[config.mk]
export PLATFORM = sky130hd
export DESIGN_NAME = double_hash_probe_index
export DESIGN_NICKNAME = d
export VERILOG_FILES = /design/src/design/dhpi_pkg.sv /design/src/design/dhpi_fifo.sv /design/src/design/dhpi_front.sv /design/src/design/dhpi_mod_unit.sv /design/src/design/dhpi_back.sv /design/src/design/double_hash_probe_index.sv
export SDC_FILE = /design/constraint.sdc
export NUM_CORES = 2
export LEC_CHECK = 0
export ABC_CLOCK_PERIOD_IN_PS = 12600
export BUFFER_PORTS_ARGS = -buffer_cell sky130_fd_sc_hd__clkbuf_2
export CORE_ASPECT_RATIO = 1.75
export CORE_UTILIZATION = 60
export DETAILED_ROUTE_END_ITERATION = 8
export PLACE_DENSITY = 0.77
export SLEW_MARGIN = 20
export SYNTH_ARGS = -nofsm -noshare
export SYNTH_HDL_FRONTEND = slang
export SYNTH_HIERARCHICAL = 1
export SYNTH_SLANG_ARGS = --single-unit
[constraint.sdc]
create_clock -name clk_i -period 12.6 [get_ports clk_i]
set_input_delay 1.26 -clock clk_i [delete_from_list [all_inputs] [get_ports clk_i]]
set_output_delay 1.26 -clock clk_i [all_outputs]
set_load 0.1 [all_outputs]
[src/design/dhpi_pkg.sv]
// Package for the double-hash probe index block.
// Holds the command and result item types and the fixed hash constants.
package dhpi_pkg;

  localparam int unsigned BYTE_W    = 8;
  localparam int unsigned ATTEMPT_W = 16;
  localparam int unsigned OUT_W     = 16;
  localparam int unsigned CFG_W     = 16;

  localparam int unsigned MULT_FIRST  = 151;
  localparam int unsigned MULT_SECOND = 163;
  localparam logic [CFG_W-1:0] RESET_BUCKETS = 16'd53;

  typedef struct packed {
    logic [BYTE_W-1:0]    key_byte;
    logic                 has_byte;
    logic                 is_last;
    logic [ATTEMPT_W-1:0] attempt;
  } cmd_t;

  typedef struct packed {
    logic [OUT_W-1:0] bucket_index;
    logic [OUT_W-1:0] first_hash;
    logic [OUT_W-1:0] second_hash;
  } res_t;

endpackage

[src/design/dhpi_fifo.sv]
// Small synchronous FIFO used for the command and result queues.
// Standalone; no package dependencies.
module dhpi_fifo #(
  parameter int unsigned WIDTH = 8,
  parameter int unsigned DEPTH = 2
) (
  input  logic             clk_i,
  input  logic             rst_ni,
  input  logic             wr_en_i,
  input  logic [WIDTH-1:0] wr_data_i,
  output logic             full_o,
  input  logic             rd_en_i,
  output logic [WIDTH-1:0] rd_data_o,
  output logic             empty_o
);

  localparam int unsigned PtrW = (DEPTH > 1) ? $clog2(DEPTH) : 1;
  localparam int unsigned CntW = $clog2(DEPTH + 1);

  logic [WIDTH-1:0] mem_q [DEPTH];
  logic [PtrW-1:0]  wr_ptr_q, rd_ptr_q;
  logic [CntW-1:0]  cnt_q;
  logic             do_wr, do_rd;

  assign full_o    = (cnt_q == CntW'(DEPTH));
  assign empty_o   = (cnt_q == '0);
  assign do_wr     = wr_en_i && !full_o;
  assign do_rd     = rd_en_i && !empty_o;
  assign rd_data_o = mem_q[rd_ptr_q];

  always_ff @(posedge clk_i) begin
    if (do_wr) begin
      mem_q[wr_ptr_q] <= wr_data_i;
    end
  end

  always_ff @(posedge clk_i or negedge rst_ni) begin
    if (!rst_ni) begin
      wr_ptr_q <= '0;
      rd_ptr_q <= '0;
      cnt_q    <= '0;
    end else begin
      if (do_wr) begin
        wr_ptr_q <= (wr_ptr_q == PtrW'(DEPTH - 1)) ? '0 : wr_ptr_q + PtrW'(1);
      end
      if (do_rd) begin
        rd_ptr_q <= (rd_ptr_q == PtrW'(DEPTH - 1)) ? '0 : rd_ptr_q + PtrW'(1);
      end
      if (do_wr && !do_rd) begin
        cnt_q <= cnt_q + CntW'(1);
      end else if (do_rd && !do_wr) begin
        cnt_q <= cnt_q - CntW'(1);
      end
    end
  end

endmodule

[src/design/dhpi_front.sv]
// Front end: accepts key items, drops items that carry neither byte nor key end.
// Depends on dhpi_pkg and dhpi_fifo (command queue).
module dhpi_front (
  input  logic                                clk_i,
  input  logic                                rst_ni,
  input  logic                                push,
  output logic                                full,
  input  logic [dhpi_pkg::BYTE_W-1:0]         key_byte_i,
  input  logic                                has_byte_i,
  input  logic                                is_last_i,
  input  logic [dhpi_pkg::ATTEMPT_W-1:0]      attempt_i,
  output dhpi_pkg::cmd_t                      cmd_o,
  output logic                                cmd_valid_o,
  input  logic                                cmd_pop_i
);

  dhpi_pkg::cmd_t                    cmd_d;
  logic [$bits(dhpi_pkg::cmd_t)-1:0] cmd_raw;
  logic                              enq, cmd_empty;

  assign cmd_d.key_byte = key_byte_i;
  assign cmd_d.has_byte = has_byte_i;
  assign cmd_d.is_last  = is_last_i;
  assign cmd_d.attempt  = attempt_i;

  // items with no byte and no key end change nothing
  assign enq = push && !full && (has_byte_i || is_last_i);

  dhpi_fifo #(
    .WIDTH ($bits(dhpi_pkg::cmd_t)),
    .DEPTH (2)
  ) u_cmd_fifo (
    .clk_i     (clk_i),
    .rst_ni    (rst_ni),
    .wr_en_i   (enq),
    .wr_data_i (cmd_d),
    .full_o    (full),
    .rd_en_i   (cmd_pop_i),
    .rd_data_o (cmd_raw),
    .empty_o   (cmd_empty)
  );

  assign cmd_o       = dhpi_pkg::cmd_t'(cmd_raw);
  assign cmd_valid_o = !cmd_empty;

endmodule

[src/design/dhpi_mod_unit.sv]
// Bit-serial remainder unit: one restoring compare/subtract step per cycle.
// Standalone; no package dependencies.
module dhpi_mod_unit #(
  parameter int unsigned DW = 34,
  parameter int unsigned MW = 16,
  parameter int unsigned CW = 6
) (
  input  logic          clk_i,
  input  logic          rst_ni,
  input  logic          start_i,
  input  logic [DW-1:0] dividend_i,  // left-aligned
  input  logic [CW-1:0] nbits_i,
  input  logic [MW-1:0] m_i,
  output logic          done_o,
  output logic [MW-1:0] rem_o
);

  logic [DW-1:0] sh_q;
  logic [MW-1:0] rem_q;
  logic [CW-1:0] cnt_q;
  logic          busy_q, done_q;
  logic [MW:0]   trial, diff;
  logic [MW-1:0] rem_d;

  assign trial = {rem_q, sh_q[DW-1]};
  assign diff  = trial - {1'b0, m_i};
  assign rem_d = (trial >= {1'b0, m_i}) ? diff[MW-1:0] : trial[MW-1:0];

  always_ff @(posedge clk_i or negedge rst_ni) begin
    if (!rst_ni) begin
      sh_q   <= '0;
      rem_q  <= '0;
      cnt_q  <= '0;
      busy_q <= 1'b0;
      done_q <= 1'b0;
    end else begin
      done_q <= 1'b0;
      if (start_i) begin
        sh_q   <= dividend_i;
        rem_q  <= '0;
        cnt_q  <= nbits_i;
        busy_q <= 1'b1;
      end else if (busy_q) begin
        sh_q  <= {sh_q[DW-2:0], 1'b0};
        rem_q <= rem_d;
        cnt_q <= cnt_q - CW'(1);
        if (cnt_q == CW'(1)) begin
          busy_q <= 1'b0;
          done_q <= 1'b1;
        end
      end
    end
  end

  assign done_o = done_q;
  assign rem_o  = rem_q;

endmodule

[src/design/dhpi_back.sv]
// Back end: updates both running hashes and forms the probe index per key.
// Depends on dhpi_pkg and two dhpi_mod_unit instances.
module dhpi_back #(
  parameter int unsigned INDEX_BITS = 16
) (
  input  logic              clk_i,
  input  logic              rst_ni,
  input  dhpi_pkg::cmd_t    cmd_i,
  input  logic              cmd_valid_i,
  output logic              cmd_pop_o,
  input  logic [((INDEX_BITS < 16) ? INDEX_BITS : 16)-1:0] m_i,
  output dhpi_pkg::res_t    res_o,
  output logic              res_push_o,
  input  logic              res_full_i
);

  localparam int unsigned AW = (INDEX_BITS < 16) ? INDEX_BITS : 16;
  localparam int unsigned UW = AW + dhpi_pkg::BYTE_W;
  localparam int unsigned PW = AW + dhpi_pkg::ATTEMPT_W + 2;
  localparam int unsigned CW = $clog2(PW + 1);

  typedef enum logic [3:0] {
    S_IDLE, S_MUL, S_UPD_GO, S_UPD_WAIT, S_FIN_GO, S_FIN_WAIT,
    S_PMUL, S_P_GO, S_P_WAIT, S_PUSH
  } state_e;

  state_e          state_q;
  dhpi_pkg::cmd_t  cmd_q;
  logic [AW-1:0]   acc1_q, acc2_q, h1_q, h2_q, idx_q;
  logic [UW-1:0]   prod1_q, prod2_q;
  logic [PW-1:0]   prodp_q;

  logic            start_a, start_b;
  logic [PW-1:0]   div_a, div_b;
  logic [CW-1:0]   nbits;
  logic            done_a, done_b;
  logic [AW-1:0]   rem_a, rem_b;

  always_comb begin
    start_a = 1'b0;
    start_b = 1'b0;
    div_a   = '0;
    div_b   = '0;
    nbits   = '0;
    case (state_q)
      S_UPD_GO: begin
        start_a = 1'b1;
        start_b = 1'b1;
        div_a   = {prod1_q, {(PW-UW){1'b0}}};
        div_b   = {prod2_q, {(PW-UW){1'b0}}};
        nbits   = CW'(UW);
      end
      S_FIN_GO: begin
        start_a = 1'b1;
        start_b = 1'b1;
        div_a   = {acc1_q, {(PW-AW){1'b0}}};
        div_b   = {acc2_q, {(PW-AW){1'b0}}};
        nbits   = CW'(AW);
      end
      S_P_GO: begin
        start_a = 1'b1;
        div_a   = prodp_q;
        nbits   = CW'(PW);
      end
      default: begin
      end
    endcase
  end

  dhpi_mod_unit #(.DW(PW), .MW(AW), .CW(CW)) u_mod_a (
    .clk_i      (clk_i),
    .rst_ni     (rst_ni),
    .start_i    (start_a),
    .dividend_i (div_a),
    .nbits_i    (nbits),
    .m_i        (m_i),
    .done_o     (done_a),
    .rem_o      (rem_a)
  );

  dhpi_mod_unit #(.DW(PW), .MW(AW), .CW(CW)) u_mod_b (
    .clk_i      (clk_i),
    .rst_ni     (rst_ni),
    .start_i    (start_b),
    .dividend_i (div_b),
    .nbits_i    (nbits),
    .m_i        (m_i),
    .done_o     (done_b),
    .rem_o      (rem_b)
  );

  assign cmd_pop_o  = (state_q == S_IDLE) && cmd_valid_i;
  assign res_push_o = (state_q == S_PUSH) && !res_full_i;

  assign res_o.bucket_index = dhpi_pkg::OUT_W'(idx_q);
  assign res_o.first_hash   = dhpi_pkg::OUT_W'(h1_q);
  assign res_o.second_hash  = dhpi_pkg::OUT_W'(h2_q);

  always_ff @(posedge clk_i or negedge rst_ni) begin
    if (!rst_ni) begin
      state_q <= S_IDLE;
      cmd_q   <= '0;
      acc1_q  <= '0;
      acc2_q  <= '0;
      prod1_q <= '0;
      prod2_q <= '0;
      h1_q    <= '0;
      h2_q    <= '0;
      prodp_q <= '0;
      idx_q   <= '0;
    end else begin
      case (state_q)
        S_IDLE: begin
          if (cmd_valid_i) begin
            cmd_q   <= cmd_i;
            state_q <= cmd_i.has_byte ? S_MUL : S_FIN_GO;
          end
        end
        S_MUL: begin
          prod1_q <= UW'(acc1_q) * UW'(dhpi_pkg::MULT_FIRST) + UW'(cmd_q.key_byte);
          prod2_q <= UW'(acc2_q) * UW'(dhpi_pkg::MULT_SECOND) + UW'(cmd_q.key_byte);
          state_q <= S_UPD_GO;
        end
        S_UPD_GO: begin
          state_q <= S_UPD_WAIT;
        end
        S_UPD_WAIT: begin
          if (done_a && done_b) begin
            acc1_q  <= rem_a;
            acc2_q  <= rem_b;
            state_q <= cmd_q.is_last ? S_FIN_GO : S_IDLE;
          end
        end
        S_FIN_GO: begin
          state_q <= S_FIN_WAIT;
        end
        S_FIN_WAIT: begin
          if (done_a && done_b) begin
            h1_q    <= rem_a;
            h2_q    <= rem_b;
            acc1_q  <= '0;
            acc2_q  <= '0;
            state_q <= S_PMUL;
          end
        end
        S_PMUL: begin
          prodp_q <= PW'(cmd_q.attempt) * (PW'(h2_q) + PW'(1)) + PW'(h1_q);
          state_q <= S_P_GO;
        end
        S_P_GO: begin
          state_q <= S_P_WAIT;
        end
        S_P_WAIT: begin
          if (done_a) begin
            idx_q   <= rem_a;
            state_q <= S_PUSH;
          end
        end
        S_PUSH: begin
          if (!res_full_i) begin
            state_q <= S_IDLE;
          end
        end
        default: begin
          state_q <= S_IDLE;
        end
      endcase
    end
  end

endmodule

[src/design/double_hash_probe_index.sv]
// Top level of the double-hash probe index block: config register and queues.
// Depends on dhpi_pkg, dhpi_front, dhpi_back and dhpi_fifo.
//
//  channel   | signals                                        | transfer when
//  ----------+------------------------------------------------+------------------
//  key in    | push, full, key_byte_i, has_byte_i, is_last_i, | push && !full
//            | attempt_i                                      |
//  result    | empty, pop, bucket_index_o, first_hash_o,      | pop && !empty
//            | second_hash_o                                  |
//  config    | bucket_count_we_i, bucket_count_i              | bucket_count_we_i
//
// Remainders are AW bits wide (AW = min(INDEX_BITS,16)); for a byte item the
// hash update remainder runs one bit per cycle in the serial modulo units.
// A key end adds hash reduction plus probe index reduction.
// Items with neither byte nor key end are dropped at the input.
// Two-entry queues sit on input and output; each side stalls independently.
// Reset clears both hashes and loads 53 into the bucket count; no clearing pass.
module double_hash_probe_index #(
  parameter int unsigned INDEX_BITS = 16
) (
  input  logic                                clk_i,
  input  logic                                rst_ni,
  input  logic                                push,
  output logic                                full,
  input  logic [dhpi_pkg::BYTE_W-1:0]         key_byte_i,
  input  logic                                has_byte_i,
  input  logic                                is_last_i,
  input  logic [dhpi_pkg::ATTEMPT_W-1:0]      attempt_i,
  output logic                                empty,
  input  logic                                pop,
  output logic [dhpi_pkg::OUT_W-1:0]          bucket_index_o,
  output logic [dhpi_pkg::OUT_W-1:0]          first_hash_o,
  output logic [dhpi_pkg::OUT_W-1:0]          second_hash_o,
  input  logic                                bucket_count_we_i,
  input  logic [dhpi_pkg::CFG_W-1:0]          bucket_count_i
);

  localparam int unsigned AW = (INDEX_BITS < 16) ? INDEX_BITS : 16;

  logic [dhpi_pkg::CFG_W-1:0]        bucket_count_q;
  logic [AW-1:0]                     m;
  dhpi_pkg::cmd_t                    cmd;
  logic                              cmd_valid, cmd_pop;
  dhpi_pkg::res_t                    res_d, res_q;
  logic [$bits(dhpi_pkg::res_t)-1:0] res_raw;
  logic                              res_push, res_full;

  always_ff @(posedge clk_i or negedge rst_ni) begin
    if (!rst_ni) begin
      bucket_count_q <= dhpi_pkg::RESET_BUCKETS;
    end else if (bucket_count_we_i) begin
      bucket_count_q <= bucket_count_i;
    end
  end

  // a bucket count of zero acts as one
  assign m = (bucket_count_q[AW-1:0] == '0) ? AW'(1) : bucket_count_q[AW-1:0];

  dhpi_front u_front (
    .clk_i       (clk_i),
    .rst_ni      (rst_ni),
    .push        (push),
    .full        (full),
    .key_byte_i  (key_byte_i),
    .has_byte_i  (has_byte_i),
    .is_last_i   (is_last_i),
    .attempt_i   (attempt_i),
    .cmd_o       (cmd),
    .cmd_valid_o (cmd_valid),
    .cmd_pop_i   (cmd_pop)
  );

  dhpi_back #(.INDEX_BITS(INDEX_BITS)) u_back (
    .clk_i       (clk_i),
    .rst_ni      (rst_ni),
    .cmd_i       (cmd),
    .cmd_valid_i (cmd_valid),
    .cmd_pop_o   (cmd_pop),
    .m_i         (m),
    .res_o       (res_d),
    .res_push_o  (res_push),
    .res_full_i  (res_full)
  );

  dhpi_fifo #(
    .WIDTH ($bits(dhpi_pkg::res_t)),
    .DEPTH (2)
  ) u_res_fifo (
    .clk_i     (clk_i),
    .rst_ni    (rst_ni),
    .wr_en_i   (res_push),
    .wr_data_i (res_d),
    .full_o    (res_full),
    .rd_en_i   (pop),
    .rd_data_o (res_raw),
    .empty_o   (empty)
  );

  assign res_q          = dhpi_pkg::res_t'(res_raw);
  assign bucket_index_o = res_q.bucket_index;
  assign first_hash_o   = res_q.first_hash;
  assign second_hash_o  = res_q.second_hash;

endmodule
# After elaboration in Yosys (flattened, before gate mapping)
# Memories as Yosys holds them, arrays and structs flattened.
# Index checks and enable logic that the tools add are counted.
# totals
regBits	331
output_inout_bits	50
memories	2
wordCells	166
input_bits	47
mem_bits_rw	148
# mem_list
name	depth	word_bits	read_ports	rd_clocked_by_memory_dff	wr	line	text
u_res_fifo.mem_q	2	48	1	0	1	dhpi_fifo.sv:20	logic [WIDTH-1:0] mem_q [DEPTH];
u_front.u_cmd_fifo.mem_q	2	26	1	0	1	dhpi_fifo.sv:20	
# op_classes
n_mux	57
bitwise_logic	1
n_addsub	16
mul	3
magnitude_cmp	2
n_eq_ne	18
reduce_logical	38
# op_table
cell	count
$mux W16	10
$mux W34	4
$pmux W34 S3	1
$pmux W34 S2	1
$pmux W16 S2	2
$add A24 B8 Y24	2
$mul A16 B8 Y24 const B	2
$pmux W4 S10	1
$add A34 B16 Y34	1
$ge A17 B16 Y1	2
$mul A16 B34 Y34	1
$sub A16 B16 Y16	2
$mux W6	4
$mux W1	22
$mux W4	5
$pmux W6 S3	1
$add A16 B1 Y17 const B	1
$eq A4 B3 Y1 const B	4
$logic_not A16 Y1	1
$logic_and A1 B1 Y1	13
$eq A6 B1 Y1 const B	2
$sub A6 B1 Y6 const B	2
$reduce_bool A2 Y1	5
$eq A4 B2 Y1 const B	2
other kinds (20)	44

# Longest topological paths before layout
# depth
depth_word	9
depth_mapped	29
ltp_nobuf	27

# By module
# The synthesis kept the hierarchy.
# by_module_without_submodules
module	n_inst	seq_area_each_um2	area_per_inst_um2	cells_each
dhpi_back	1	4779.6	23171.0	2488
dhpi_mod_unit	2	1451.4	3741.1	417
dhpi_fifo (u_res_fifo)	1	2982.9	3706.1	168
dhpi_fifo (u_front.u_cmd_fifo)	1	1661.6	2173.3	100
double_hash_probe_index	1	405.4	744.5	54
dhpi_front	1	0.0	20.0	3

# Worst setup path after synthesis
# No wires, ideal clock.
# synth_path
kind	register to register
startpoint	register u_back.h2_q[0]
endpoint	register u_back.prodp_q[30]
t_arrival_ps	6684
path_slack_ps	5847
path_stages_with_launch	28
n_path_buf	2
period_less_slack_ps	6753
path_cell_list	dfrtp_1 ha_1 nand3_1 nor2_1 nand4_1 nor2_1 xor2_1 buf_2 nand2_1 fa_1 fa_1 inv_1 fa_1 fa_1 fa_1 inv_1 fa_1 inv_1 ha_1 clkbuf_8 nand3_1 nand2_1 a221oi_1 o21ai_0 a41oi_1 o21ai_0 a31o_2 nand3_1
# synth_via
elab_chain_len	3
# synth_lines
item	line	text
from (decl)	dhpi_back.sv:29	logic [AW-1:0] acc1_q, acc2_q, h1_q, h2_q, idx_q;
from (signal assigned)	dhpi_back.sv:140	h2_q <= rem_b;
$add A16 B1 Y17	dhpi_back.sv:147	prodp_q <= PW'(cmd_q.attempt) * (PW'(h2_q) + PW'(1)) + PW'(h1_q);
$mul A16 B34 Y34	dhpi_back.sv:147	
$add A34 B16 Y34	dhpi_back.sv:147	
to (signal assigned)	dhpi_back.sv:147	
to (decl)	dhpi_back.sv:31	logic [PW-1:0] prodp_q;
# Every way passes these cells.
# A chain may end at the register's enable or synchronous reset.

# Worst setup path after layout
# layout_path
startpoint	register u_back.h2_q[4]
endpoint	register u_back.prodp_q[30]
# Same word-level chain as after synthesis.

==> metrics.yaml <==
min_path:
  worstHoldStart: "u_back/idx_q[13]$_DFFE_PN0P_"
  whs_path_depth: 0
  worstHoldEndpoint: "u_res_fifo/mem_q[0][45]$_DFFE_PP_"
  min_path_type: "reg2reg"
synth:
  synth_warnings: 6
  postSynthCellCount: 3647
  async_reset_ff_share_pct: 69.1
  synth_cell_types: 96
  ys_ff_latch: 479
  ys.flop_type: "dfrtp_1"
  synth-edff-count: 148
  avgSynthCellArea_um2: 10.2
  synth_area_um2: 37300
  ys_seq_area_share_pct: 34.1
sta:
  finalCriticalPeriod_ns: 7.91
  drv_slew: 0
  finalClockSkew_ns: 0.0195
  final.setup.tns_ns: 0
  setup_slack_ns: 4.69
  worst_slew_pin_slew_ns: 1.07
  slew_headroom_pct: 28.2
  setup_viol: 0
  rsz0062_at_grt: "no"
  timing.final.crit_share_pct: 62.8
  hold_violations: 0
  max_freq_ghz: 0.126
routing:
  drt_pre_antenna_iters: 8
  wirelength_mm: 88.0
  wl_per_cell_um: 19.6
  drtIter0Drc: 1433
  drc: 0
  via_per_inst: 5.87
  ant_nets: 0
  via_count: 26355
cells_and_area:
  finalNetCount: 4326
  synthToLayoutAreaGrowth_pct: 6.90
  final_common_cell: "nand2_1"
  layout_common_cells: "nand2_1 (512), inv_1 (480), dfrtp_1 (324)"
  num-fill-cells: 4847
  seqCellArea_um2: 12700
  drive_above_1_share_pct: 10.9
  multi_input_area_um2: 22000
  n_antenna_cell: 0
placed_design:
  port_buffers: 96
  finalWeightedCongestion: 0.957
  pre_cts_ws_ns: 4.79
  hpwlAfterDp_mm: 66.9
global_route:
  grt_pass1_wl_mm: 144
  grt_max_degree: 111
  antenna_found_initial: 3
  grt_usage_pct: 29.0
  grt_overflow: 0
  grt_pass1_vias: 27947
setup_path:
  cp_top_family: "adder cells"
  path_buf_inv: 3
  endpoint_kind: "register"
  cp_max_fo: 16
  rr_startpoint: "u_back/h2_q[4]$_DFFE_PN0P_"
  path_class: "reg2reg"
  crit_top_cell: "fa_1"
  required_ns: 13.10
  reg2reg_to: "u_back/prodp_q[30]$_DFFE_PN0P_"
  cpMaxStageDelayCell: "xnor2_2"
  reg2reg_depth: 26
  ff2ff_setup_slack_ns: 4.69
  worstPathArrival_ns: 8.41
  startpoint_type: "register"
  cpPeakStageDelay_ns: 0.66
cts:
  path_clk_slew_ns: 0.06
  clk_latency_ns: 0.58
  clock_sinks: 479
  htreeDepth: 2
  cts_tree: "yes"
  root_buffer: "clkbuf_16"
  cts-root-to-sink-buffers: 3
  cts_hold_buf: 0
  post_cts_resized: 0
  cts_setup_buffers: 0
  numCtsBuffers: 44
pwr:
  power_leakage_nw: 20.4
  p_per_area_nw_per_um2: 171
  irDropWorstVdd_mv: 0.240
run:
  cap_violations: 0
die:
  rows: 120
  core_area_um2: 61300
  die_w_um: 190
  die_y_um: 332
  ios: 97
  fp.dieArea_um2: 63200
  start_util_pct: 60.9
status:
  status: "complete, no violations"
[sequential cells by signal, indices dropped and copies added, names as in the netlist, 24 cells and up]
signal and cells:
u_back/cmd_q 25, u_back/u_mod_b/sh_q 34, u_back/prod1_q 24, u_back/prodp_q 34, u_front/u_cmd_fifo/mem_q 52, u_res_fifo/mem_q 96
u_back/prod2_q 24, u_back/u_mod_a/sh_q 34
[cell usage after synthesis (7+ instances only)]
master	n	share of area (%)
mux2_4	39	1.6
fa_1	302	16
xnor2_1	45	1.1
a31oi_1	16	0.27
a22o_1	24	0.56
a211oi_1	15	0.30
edfxtp_1	148	12
a21o_1	69	1.4
o21ai_0	191	2.6
a222oi_1	16	0.43
ha_1	314	11
mux2i_1	72	1.9
nand4_1	15	0.25
inv_1	480	4.8
nor4_1	10	0.17
mux2_2	98	3.0
buf_4	7	0.14
a21oi_1	82	1.1
nand2_1	513	5.2
or3_1	10	0.17
nand2b_1	21	0.35
o211ai_1	8	0.16
nand3_1	78	1.0
dfrtp_1	327	22
and2_1	141	2.4
xor2_1	59	1.4
a211o_1	8	0.19
nor2b_1	31	0.52
clkbuf_1	137	1.4
buf_2	9	0.12
and3_1	26	0.44
nor3_1	36	0.48
o21bai_1	10	0.20
a311oi_1	15	0.35
nor2_1	90	0.91
o21ai_1	16	0.21
buf_1	10	0.10
o21a_1	15	0.30
[metal layers]
layer	wire (um)	up-vias	track usage, %
met5	0	-	0
met2	47000	726	53.0
met3	3440	273	2.83
li1	-	12155	-
met4	5830	0	17.6
met1	31700	13201	32.0
[logic make-up after synthesis]
group	Yosys count	synth area share [%]
AND/OR/NAND/NOR	1015	12.9
XOR/XNOR	107	2.57
AO/OA/AOI/OAI	558	10.0
flip-flops	479	34.1
other	1	0.0101
multiplexers	209	6.46
buffers and inverters	662	7.17
adder cells (fa/ha/maj)	616	26.7
[report_power, final]
part / internal [mW] / switching [mW]
registers: 1.92 / 0.505
logic: 1.03 / 1.94
clock network: 0.826 / 0.611
[area by class of cell]
type,count,share of cell area (%)
Inverter,483,4.55
Tap cell,793,2.49
Timing Repair Buffer,136,2.00
Clock buffer,60,3.04
Sequential cell,479,31.9
Clock inverter,22,0.810
Multi-Input combinational cell,2519,55.2
[worst max path at each step]
stage	to	startpoint	slack [ns]	depth (start not counted)
floorplan	u_back/prodp_q[30]$_DFFE_PN0P_	u_back/h2_q[0]$_DFFE_PN0P_	5.85	27
global placement	u_back/prodp_q[30]$_DFFE_PN0P_	u_back/h2_q[4]$_DFFE_PN0P_	4.78	25
finish	u_back/prodp_q[30]$_DFFE_PN0P_	u_back/h2_q[4]$_DFFE_PN0P_	4.69	26
detailed placement	u_back/prodp_q[30]$_DFFE_PN0P_	u_back/h2_q[4]$_DFFE_PN0P_	4.79	26
CTS	u_back/prodp_q[30]$_DFFE_PN0P_	u_back/h2_q[4]$_DFFE_PN0P_	4.71	26
global route	u_back/prodp_q[30]$_DFFE_PN0P_	u_back/h2_q[4]$_DFFE_PN0P_	4.19	26
[stage by stage]
| stage | utilization (%) | power [mW] | std cells | instance area, um^2 | hold WS (ns) |
|---|---|---|---|---|---|
| after floorplan | - | 4.62 | 3660 | 37300 | 0.437 |
| after global placement | 62.5 | 5.33 | 4409 | 38300 | 0.442 |
| after detailed placement | 62.6 | 5.39 | 4409 | 38300 | 0.456 |
| after CTS | 65.1 | 6.84 | 4491 | 39900 | 0.471 |
| after global routing | 65.1 | 7.23 | 4492 | 39900 | 0.479 |
| final | 65.1 | 6.82 | 4492 | 39900 | 0.470 |
(Power assumes the default switching activity.)
